### src/rtl/cms_pkg.sv
package cms_pkg;

  // protocol control bytes
  localparam logic [7:0] PCI_FIRST  = 8'h10;
  localparam logic [7:0] PCI_CONSEC = 8'h20;
  localparam logic [3:0] SEQ_MASK   = 4'hF;
  localparam logic [7:0] MIN_LENGTH = 8'd8;

  // slot counts of first and consecutive frames
  localparam logic [2:0] CAP_FIRST  = 3'd6;
  localparam logic [2:0] CAP_CONSEC = 3'd7;

  // input transfer
  typedef struct packed {
    logic [7:0] payload_byte;
    logic [7:0] message_length;
  } in_item_t;

  // output transfer
  typedef struct packed {
    logic [63:0] frame_data;
    logic [5:0]  frame_no;
    logic        last_frame;
    logic [15:0] running_sum;
  } out_item_t;

  // classified byte passed from front to back
  typedef struct packed {
    logic [7:0] data;
    logic [2:0] slot;
    logic       start;
    logic       emit;
    logic       last;
    logic       first;
    logic [5:0] index;
    logic [7:0] pci;
    logic [7:0] length;
  } op_t;

endpackage

### src/rtl/can_multiframe_segmenter.sv
// channel | direction | handshake              | payload
// in      | input     | in_valid_i / in_ready_o   | cms_pkg::in_item_t  in_item_i
// out     | output    | out_valid_o / out_ready_i | cms_pkg::out_item_t out_item_o
//
// one payload byte is taken per cycle while the queue has room; a frame shows on the output
// once the byte that fills or ends it has passed the queue and then the output register,
// and waits longer only while earlier frames wait on the receiver
// the front end classifies each byte in the cycle of its transfer, the back end
// packs one queued byte per cycle, so sustained rate is one byte per cycle, while the output takes frames
// a stalled output backs up the queue; bytes that make no frame still drain
// reset clears all counters but the sequence number, which it sets to 1, and clears the queue and the output valid
module can_multiframe_segmenter #(
  parameter int unsigned QUEUE_DEPTH = 2
) (
  input  logic               clk_i,
  input  logic               rst_ni,
  input  logic               in_valid_i,
  output logic               in_ready_o,
  input  cms_pkg::in_item_t  in_item_i,
  output logic               out_valid_o,
  input  logic               out_ready_i,
  output cms_pkg::out_item_t out_item_o
);

  logic         fq_valid, fq_ready;
  cms_pkg::op_t fq_op;
  logic         qb_valid, qb_ready;
  cms_pkg::op_t qb_op;

  // byte classification
  cms_front u_front (
    .clk_i      (clk_i),
    .rst_ni     (rst_ni),
    .in_valid_i (in_valid_i),
    .in_ready_o (in_ready_o),
    .in_item_i  (in_item_i),
    .op_valid_o (fq_valid),
    .op_ready_i (fq_ready),
    .op_o       (fq_op)
  );

  // decoupling queue
  cms_queue #(
    .DEPTH (QUEUE_DEPTH)
  ) u_queue (
    .clk_i        (clk_i),
    .rst_ni       (rst_ni),
    .push_valid_i (fq_valid),
    .push_ready_o (fq_ready),
    .push_op_i    (fq_op),
    .pop_valid_o  (qb_valid),
    .pop_ready_i  (qb_ready),
    .pop_op_o     (qb_op)
  );

  // frame assembly
  cms_back u_back (
    .clk_i       (clk_i),
    .rst_ni      (rst_ni),
    .op_valid_i  (qb_valid),
    .op_ready_o  (qb_ready),
    .op_i        (qb_op),
    .out_valid_o (out_valid_o),
    .out_ready_i (out_ready_i),
    .out_item_o  (out_item_o)
  );

endmodule

### src/rtl/cms_front.sv
module cms_front (
  input  logic             clk_i,
  input  logic             rst_ni,
  input  logic             in_valid_i,
  output logic             in_ready_o,
  input  cms_pkg::in_item_t in_item_i,
  output logic             op_valid_o,
  input  logic             op_ready_i,
  output cms_pkg::op_t     op_o
);

  logic [7:0] bytes_left_q, bytes_left_d;
  logic [2:0] fill_q, fill_d;
  logic [5:0] frames_q, frames_d;
  logic [3:0] seq_q, seq_d;
  logic [7:0] length_q, length_d;

  logic       idle;
  logic [7:0] len_clamped;
  logic [7:0] left_cur, left_nx;
  logic [2:0] fill_cur, fill_nx;
  logic [5:0] frames_cur;
  logic [3:0] seq_cur;
  logic [7:0] length_cur;
  logic       first, last, emit;
  logic       accept;

  assign in_ready_o = op_ready_i;
  assign op_valid_o = in_valid_i;
  assign accept     = in_valid_i & op_ready_i;

  // message start picks up a fresh length, clears the fill and frame counters and sets the sequence to 1
  always_comb begin
    idle        = (bytes_left_q == 8'd0);
    len_clamped = (in_item_i.message_length < cms_pkg::MIN_LENGTH) ?
                  cms_pkg::MIN_LENGTH : in_item_i.message_length;
    left_cur    = idle ? len_clamped : bytes_left_q;
    fill_cur    = idle ? 3'd0 : fill_q;
    frames_cur  = idle ? 6'd0 : frames_q;
    seq_cur     = idle ? 4'd1 : seq_q;
    length_cur  = idle ? len_clamped : length_q;
    fill_nx     = fill_cur + 3'd1;
    left_nx     = left_cur - 8'd1;
    first       = (frames_cur == 6'd0);
    last        = (left_nx == 8'd0);
    emit        = last | (fill_nx == (first ? cms_pkg::CAP_FIRST : cms_pkg::CAP_CONSEC));
  end

  // classified byte for the back end
  always_comb begin
    op_o.data   = in_item_i.payload_byte;
    op_o.slot   = fill_cur;
    op_o.start  = idle;
    op_o.emit   = emit;
    op_o.last   = last;
    op_o.first  = first;
    op_o.index  = frames_cur;
    op_o.pci    = first ? cms_pkg::PCI_FIRST
                        : (cms_pkg::PCI_CONSEC | {4'd0, seq_cur & cms_pkg::SEQ_MASK});
    op_o.length = length_cur;
  end

  // counter updates
  always_comb begin
    bytes_left_d = left_nx;
    fill_d       = emit ? 3'd0 : fill_nx;
    frames_d     = frames_cur + {5'd0, emit};
    seq_d        = seq_cur + {3'd0, emit & ~first};
    length_d     = length_cur;
  end

  always_ff @(posedge clk_i or negedge rst_ni) begin
    if (!rst_ni) begin
      bytes_left_q <= 8'd0;
      fill_q       <= 3'd0;
      frames_q     <= 6'd0;
      seq_q        <= 4'd1;
      length_q     <= 8'd0;
    end else if (accept) begin
      bytes_left_q <= bytes_left_d;
      fill_q       <= fill_d;
      frames_q     <= frames_d;
      seq_q        <= seq_d;
      length_q     <= length_d;
    end
  end

endmodule

### src/rtl/cms_queue.sv
module cms_queue #(
  parameter int unsigned DEPTH = 2
) (
  input  logic         clk_i,
  input  logic         rst_ni,
  input  logic         push_valid_i,
  output logic         push_ready_o,
  input  cms_pkg::op_t push_op_i,
  output logic         pop_valid_o,
  input  logic         pop_ready_i,
  output cms_pkg::op_t pop_op_o
);

  localparam int unsigned PtrW = $clog2(DEPTH);
  localparam int unsigned CntW = $clog2(DEPTH + 1);
  localparam logic [PtrW-1:0] LastPtr = PtrW'(DEPTH - 1);
  localparam logic [CntW-1:0] Full    = CntW'(DEPTH);

  cms_pkg::op_t    entries_q [DEPTH];
  logic [PtrW-1:0] wr_ptr_q, wr_ptr_d;
  logic [PtrW-1:0] rd_ptr_q, rd_ptr_d;
  logic [CntW-1:0] count_q, count_d;
  logic            push, pop;

  assign push_ready_o = (count_q != Full);
  assign pop_valid_o  = (count_q != '0);
  assign pop_op_o     = entries_q[rd_ptr_q];
  assign push         = push_valid_i & push_ready_o;
  assign pop          = pop_valid_o & pop_ready_i;

  // pointer wrap and occupancy
  always_comb begin
    wr_ptr_d = wr_ptr_q;
    rd_ptr_d = rd_ptr_q;
    count_d  = count_q;
    if (push) wr_ptr_d = (wr_ptr_q == LastPtr) ? '0 : wr_ptr_q + PtrW'(1);
    if (pop)  rd_ptr_d = (rd_ptr_q == LastPtr) ? '0 : rd_ptr_q + PtrW'(1);
    if (push && !pop) count_d = count_q + CntW'(1);
    else if (pop && !push) count_d = count_q - CntW'(1);
  end

  always_ff @(posedge clk_i or negedge rst_ni) begin
    if (!rst_ni) begin
      wr_ptr_q <= '0;
      rd_ptr_q <= '0;
      count_q  <= '0;
    end else begin
      wr_ptr_q <= wr_ptr_d;
      rd_ptr_q <= rd_ptr_d;
      count_q  <= count_d;
    end
  end

  // storage
  always_ff @(posedge clk_i) begin
    if (push) entries_q[wr_ptr_q] <= push_op_i;
  end

endmodule

### src/rtl/cms_back.sv
module cms_back (
  input  logic              clk_i,
  input  logic              rst_ni,
  input  logic              op_valid_i,
  output logic              op_ready_o,
  input  cms_pkg::op_t      op_i,
  output logic              out_valid_o,
  input  logic              out_ready_i,
  output cms_pkg::out_item_t out_item_o
);

  logic [55:0]        buffer_q, buffer_d;
  logic [15:0]        sum_q, sum_d;
  logic               out_valid_q, out_valid_d;
  cms_pkg::out_item_t out_q, out_d;

  logic [5:0]  shift_amt;
  logic [55:0] buffer_new;
  logic [15:0] sum_new;
  logic        pop;

  // a byte that makes no frame never waits on the output
  assign op_ready_o  = ~out_valid_q | out_ready_i | ~op_i.emit;
  assign pop         = op_valid_i & op_ready_o;
  assign out_valid_o = out_valid_q;
  assign out_item_o  = out_q;

  // pack byte into its slot and accumulate the sum
  always_comb begin
    shift_amt  = 6'd48 - {op_i.slot, 3'b000};
    buffer_new = buffer_q | ({48'd0, op_i.data} << shift_amt);
    sum_new    = (op_i.start ? 16'd0 : sum_q) + {8'd0, op_i.data};
  end

  // frame assembly and output register
  always_comb begin
    buffer_d    = buffer_q;
    sum_d       = sum_q;
    out_d       = out_q;
    out_valid_d = out_valid_q & ~out_ready_i;
    if (pop) begin
      sum_d    = sum_new;
      buffer_d = op_i.emit ? 56'd0 : buffer_new;
      if (op_i.emit) begin
        out_d.frame_data  = op_i.first ? {op_i.pci, op_i.length, buffer_new[55:8]}
                                       : {op_i.pci, buffer_new};
        out_d.frame_no    = op_i.index;
        out_d.last_frame  = op_i.last;
        out_d.running_sum = sum_new;
        out_valid_d       = 1'b1;
      end
    end
  end

  always_ff @(posedge clk_i or negedge rst_ni) begin
    if (!rst_ni) begin
      buffer_q    <= 56'd0;
      sum_q       <= 16'd0;
      out_valid_q <= 1'b0;
    end else begin
      buffer_q    <= buffer_d;
      sum_q       <= sum_d;
      out_valid_q <= out_valid_d;
    end
  end

  always_ff @(posedge clk_i) begin
    out_q <= out_d;
  end

endmodule

### config.mk
export PLATFORM = sky130hd
export DESIGN_NAME = can_multiframe_segmenter
export DESIGN_NICKNAME = d
export VERILOG_FILES = /design/src/rtl/cms_pkg.sv /design/src/rtl/can_multiframe_segmenter.sv /design/src/rtl/cms_front.sv /design/src/rtl/cms_queue.sv /design/src/rtl/cms_back.sv
export SDC_FILE = /design/constraint.sdc
export NUM_CORES = 1
export LEC_CHECK = 0
export ABC_AREA = 0
export BUFFER_PORTS_ARGS = -buffer_cell sky130_fd_sc_hd__buf_2
export CORE_MARGIN = 2
export CORE_UTILIZATION = 53
export CTS_CLUSTER_DIAMETER = 200
export CTS_CLUSTER_SIZE = 20
export DETAILED_ROUTE_END_ITERATION = 8
export HOLD_SLACK_MARGIN = 0.02
export PLACE_DENSITY_LB_ADDON = 0.25
export SLEW_MARGIN = 20
export SYNTH_ARGS = -nofsm -noshare
export SYNTH_HDL_FRONTEND = slang
export SYNTH_SLANG_ARGS = --single-unit
### constraint.sdc
create_clock -name clk_i -period 4.5 [get_ports clk_i]
set_input_delay 0.45 -clock clk_i [delete_from_list [all_inputs] [get_ports clk_i]]
set_output_delay 0.45 -clock clk_i [all_outputs]
set_load 0.01 [all_outputs]
# Yosys cells after proc, flatten, opt, wreduce, memory -nomap -nowiden
# Memories as Yosys holds them, arrays and structs flattened.
# Cells that the tools add are included.
dict set report totals {
  ff_bits 193
  wordCells 72
  mem_bits_rw 70
  output_inout_bits 89
  romBits 0
  n_memories 1
  latchBits 0
}
dict set report op_classes {
  mul 0
  reduce_logical 10
  addsub 10
  div 0
  shifts 1
  magnitude_cmp 1
  bitwise_logic 12
  mux 20
  eq_ne 2
}
# memory depth width rd rd_clocked_by_memory_dff write_ports line_no
set mem_list {}
lappend mem_list {u_queue.entries_q 2 35 1 0 1 cms_queue.sv:19} ;# cms_pkg::op_t entries_q [DEPTH];
# op n
set ops {}
lappend ops {{56-bit two-way mux} 2}
lappend ops {{56-bit bitwise OR} 1}
lappend ops {{8-bit by 6-bit left shift with 56-bit output} 1}
lappend ops {{8-bit two-way mux} 3}
lappend ops {{16-bit by 8-bit adder with 16-bit output} 1}
lappend ops {{8-bit zero test} 2}
lappend ops {{16-bit two-way mux} 1}
lappend ops {{6-bit two-way mux} 2}
lappend ops {{8-bit by 4-bit < comparator with 1-bit output, second input constant} 1}
lappend ops {{8-bit by 1-bit subtractor with 8-bit output, second input constant} 1}
lappend ops {{1-bit two-way mux} 7}
lappend ops {{6-bit by 1-bit adder with 6-bit output} 1}
lappend ops {{6-bit zero test} 1}
lappend ops {{3-bit two-way mux} 2}
lappend ops {{6-bit subtractor, first input constant} 1}
lappend ops {{4-bit by 1-bit adder with 4-bit output} 1}
lappend ops {{1-bit bitwise AND} 4}
lappend ops {{2-bit two-way mux} 2}
lappend ops {{4-bit two-way mux} 1}
lappend ops {{1-bit inverter} 4}
lappend ops {{2-bit nonzero test} 2}
lappend ops {{3-bit by 1-bit adder with 3-bit output, second input constant} 1}
lappend ops {{3-bit equality test} 1}
lappend ops {{1-bit bitwise OR} 3}
lappend ops {{7 further kinds} 10}

# Logic depth before layout (Yosys ltp)
dict set report logic_depth {
  depth_word 8
  mapped_depth 19
  mapped_depth_nobuf 16
}

# Cells and area by module
# From an unflattened synthesis, not the netlist that was laid out.
dict set report unflattened {
  cells_unflattened 1018
  hier_area_um2 12144.1
}
# mod area_per_inst_um2 n_inst seq_area_each_um2 cells_per_inst
set by_module_without_submodules {}
lappend by_module_without_submodules {cms_back 7145.6 1 4439.3 630}
lappend by_module_without_submodules {cms_queue 2946.6 1 2322.2 133}
lappend by_module_without_submodules {cms_front 2052.0 1 726.9 255}

# Least setup slack after synthesis
# No wires, ideal clock.
dict set report synth_timing {
  path_type {register to register}
  startpoint {reg u_queue.rd_ptr_q}
  endpoint {reg u_back.out_q, in the netlist u_back.out_item_o[0] (enable)}
  path_stages_with_launch 7
  t_arrival_ps 3755
  required_time_ps 4018
  path_slack_ps 263
  setup_ps 482
  cell_sequence {dfrtp_1 buf_2 mux2i_1 o22a_1 inv_2 nor2_1 clkbuf_1}
}
dict set report synth_via {
  elab_chain_cells 5
}
# item line_no
set synth_lines {}
lappend synth_lines {{start: declaration} cms_queue.sv:21} ;# logic [PtrW-1:0] rd_ptr_q, rd_ptr_d;
lappend synth_lines {{start signal: assignment} cms_queue.sv:49} ;# rd_ptr_q <= rd_ptr_d;
lappend synth_lines {{memory read 2 x 35 bit (*)} n/a}
lappend synth_lines {{1-bit inverter} cms_back.sv:23} ;# assign op_ready_o = ~out_valid_q | out_ready_i | ~op_i.emit;
lappend synth_lines {{1-bit bitwise OR} cms_back.sv:23}
lappend synth_lines {{1-bit bitwise AND} cms_back.sv:24} ;# assign pop = op_valid_i & op_ready_o;
lappend synth_lines {{2-bit AND reduction (no line) (*)} n/a}
lappend synth_lines {{end signal: assignment} cms_back.sv:68} ;# out_q <= out_d;
lappend synth_lines {{end: declaration} cms_back.sv:15} ;# cms_pkg::out_item_t out_q, out_d;
# Every way passes the cells marked *; elsewhere a longest branch is shown, timed or not.
# A chain may end at the register's enable or synchronous reset.

==> impl_metrics.yaml <==
clock_tree:
  cts_tree: "yes"
  clk_pin_slew_ns: 0.08
  cts-buffers-inserted: 16
  post-cts-setup-buffer-count: 0
  clock-root-buffer: "clkbuf_16"
  cts_max_level: 1
  clock_path_buffers: 3
  clk_latency_ns: 0.49
  clock-sinks: 259
synth:
  synth_seq_cells: 259
  async_flop_share: 0.409
  synth_edf_count: 153
  synthCells: 995
  synth_area_per_cell_um2: 11.4
  syn_area_um2: 11400
  synth-main-ff-cell: "edfxtp_1"
  yosysWarnings: 0
  synth_cell_types: 64
  seq_area_frac_synth: 0.637
detailed_routing:
  postRouteAntennaNets: 0
  first_pass_iters: 5
  drc: 0
  drt-total-wl_mm: 25.3
  drtIter0Drc: 791
  wl_per_cell_um: 18.1
  vias: 8107
  post_drt_via_cell_ratio: 5.80
sta:
  post-route-period-util: 0.786
  max_freq_mhz: 283
  slew_violations: 0
  rsz0062_at_grt: "no"
  clock_skew_ns: 0.0103
  finalSetupTns_ns: 0
  finalCriticalPeriod_ns: 3.54
  setup_violations: 0
  finalHoldViolCount: 0
  worstMarginPinSlew_ns: 0.906
  slew_headroom: 0.396
layout:
  area_growth_syn_to_layout_pct: 12.9
  ff_latch_area_um2: 7250
  final_cells: 1397
  multi_input_area_um2: 3880
  drive_above_1_share: 0.180
  layout_commonest_cell: "nor2_1"
  layout.filler_cells: 1694
  layout_common_cells: "nor2_1 (179), edfxtp_1 (153), buf_2 (105), dfrtp_1 (104), nand2_1 (89)"
  nNetsFinal: 1149
floorplanning:
  die-height_um: 150
  die_w_um: 150
  coreArea_um2: 21000
  ioPinCount: 109
  die_area_um2: 22600
  start_util: 0.541
  core.rowCount: 53
setup_path:
  critPathKind: "register to register"
  crit_top_cell: "ha_1"
  cp-end-kind: "register"
  cp_max_fo: 8
  arrival_ns: 3.90
  crit_path_max_incr_delay_ns: 0.51
  crit_chain: "nor4_4 > o211ai_2 > nand2b_1 > inv_1 > ha_1 > nor2b_1 > a21boi_0 > o211ai_1 > a221o_1 > nand2_1 > ha_1 > ha_1 > nand3_1 > a21oi_1 > nand2b_1 > o31ai_1"
  worstSetupStartpointType: "register"
  slowest_stage: "nor4_4"
  cp.required_ns: 4.87
global_route:
  antenna_found_initial: 2
  grt_max_degree: 120
  track_usage: 0.228
  grt_pass1_vias: 7656
  grt_pass1_wl_mm: 40.5
  grt_overflow: 0
place:
  dp.cells: 1367
  io_buffers: 106
  gp_congestion: 0.929
  dp_hpwl_mm: 16.7
power_and_ir_drop:
  peakVddDrop_mv: 0.507
  leakage_uw: 0.00537
  powerDensity_nw_per_um2: 801
status:
  status: "completed"
flow_run:
  drv_cap: 0
hold_path:
  hp-class: "input port to register"
==> per-layer routing <==
layer | track usage | wire [um] | vias up
li1 | - | - | 3810
met2 | 0.371 | 12300 | 317
met3 | 0.0361 | 1930 | 50
met5 | 0 | 7 | -
met1 | 0.322 | 10500 | 3928
met4 | 0.0604 | 550 | 2
==> metrics by stage <==
step	cell area, um^2	worst slack [ns]	power [uW]	utilization	hold slack (ns)
3_3_place_gp	12400	0.959	8750	0.588	0.367
5_1_grt	12800	0.466	11000	0.611	0.135
3_5_place_dp	12400	0.864	8840	0.588	0.367
6_report	12800	0.962	10300	0.611	0.152
2_1_floorplan	11400	0.263	7300	-	0.154
4_1_cts	12800	0.962	10300	0.611	0.136
==> path summary, 6_finish.rpt <==
kind                                    startpoint                        to  slack (ns)  depth (start not counted)
max in group asynchronous                   rst_ni       u_front.length_q[5]        3.21                          3
hold reg to reg                   u_front.seq_q[0]          u_front.seq_q[0]        0.47                          2
min in group asynchronous                   rst_ni        u_back.buffer_q[0]        0.40                          2
setup reg to reg           u_front.bytes_left_q[5]       u_front.frames_q[4]        0.96                         16
hold / removal                       in_item_i[12]  u_queue.entries_q[1][31]        0.15                          1
setup / recovery           u_front.bytes_left_q[5]       u_front.frames_q[4]        0.96                         16
==> power by group <==
part / internal, uW / switching (uW) / leakage, uW / total (uW)
Clock: 710 / 740 / 0.000222 / 1450
Combinational: 1630 / 2990 / 0.00230 / 4620
Sequential: 3800 / 417 / 0.00285 / 4220
==> flip-flops by register name, indices dropped and copies added, names as in the netlist <==
register,count
u_back.out_item_o,85
u_queue.entries_q,68
u_back.buffer_q,56
u_back.sum_q,16
u_front.bytes_left_q,8
u_front.length_q,8
u_front.frames_q,6
u_front.seq_q,4
u_front.fill_q,3
u_queue.count_q,2
u_back.out_valid_o,1
u_queue.rd_ptr_q,1
u_queue.wr_ptr_q,1
==> cells in the mapped netlist (8+ instances only) <==
| cell type | count | area (um^2) |
|---|---|---|
| a211oi_1 | 9 | 67.6 |
| a21oi_1 | 87 | 435 |
| and2_1 | 17 | 106 |
| and3_1 | 9 | 56.3 |
| clkbuf_1 | 33 | 124 |
| clkinv_1 | 8 | 30.0 |
| dfrtp_1 | 105 | 2630 |
| edfxtp_1 | 153 | 4590 |
| ha_1 | 17 | 213 |
| inv_1 | 13 | 48.8 |
| mux2_2 | 21 | 236 |
| mux2i_1 | 22 | 220 |
| nand2_1 | 89 | 334 |
| nand2b_1 | 9 | 56.3 |
| nand3_1 | 11 | 55.1 |
| nor2_1 | 181 | 679 |
| nor3_1 | 12 | 60.1 |
| o21ai_0 | 34 | 170 |
| o22ai_1 | 47 | 294 |
| o31ai_1 | 9 | 67.6 |
| xnor2_1 | 14 | 123 |
==> critical path: cells and delay by family (launching register included) <==
family	cells	cell delay, ns
flip-flops	1	0.46
AO/OA/AOI/OAI	6	1.11
adder cells (fa/ha/maj)	3	0.61
AND/OR/NAND/NOR	6	1.16
buffers and inverters	1	0.06
==> cells by family after synthesis <==
logic type      Yosys count  synth area share
compound gates          227             0.120
simple gates            358             0.141
fa+ha+maj                18            0.0205
mux                      44            0.0414
flops                   259             0.637
xor+xnor                 20            0.0161
other cells               1          0.000330
buf+inv                  68            0.0236
==> final cells by class <==
| cell class | count | area share |
|---|---|---|
| flip-flops and latches | 259 | 0.565 |
| diodes | 1 | 0.000195 |
| repair buffers | 139 | 0.0620 |
| multi-input cells | 669 | 0.302 |
| inverters | 26 | 0.00760 |
| clock buffers | 28 | 0.0363 |
| well taps | 275 | 0.0268 |
==> timing repair <==
action / CTS / global route
hold buffers: 1 / 0
resized for setup: 0 / 0
endpoints found under the setup margin: 0 / 0
hold endpoints to repair: 20 / 0
Power figures use the tool's default switching activity.
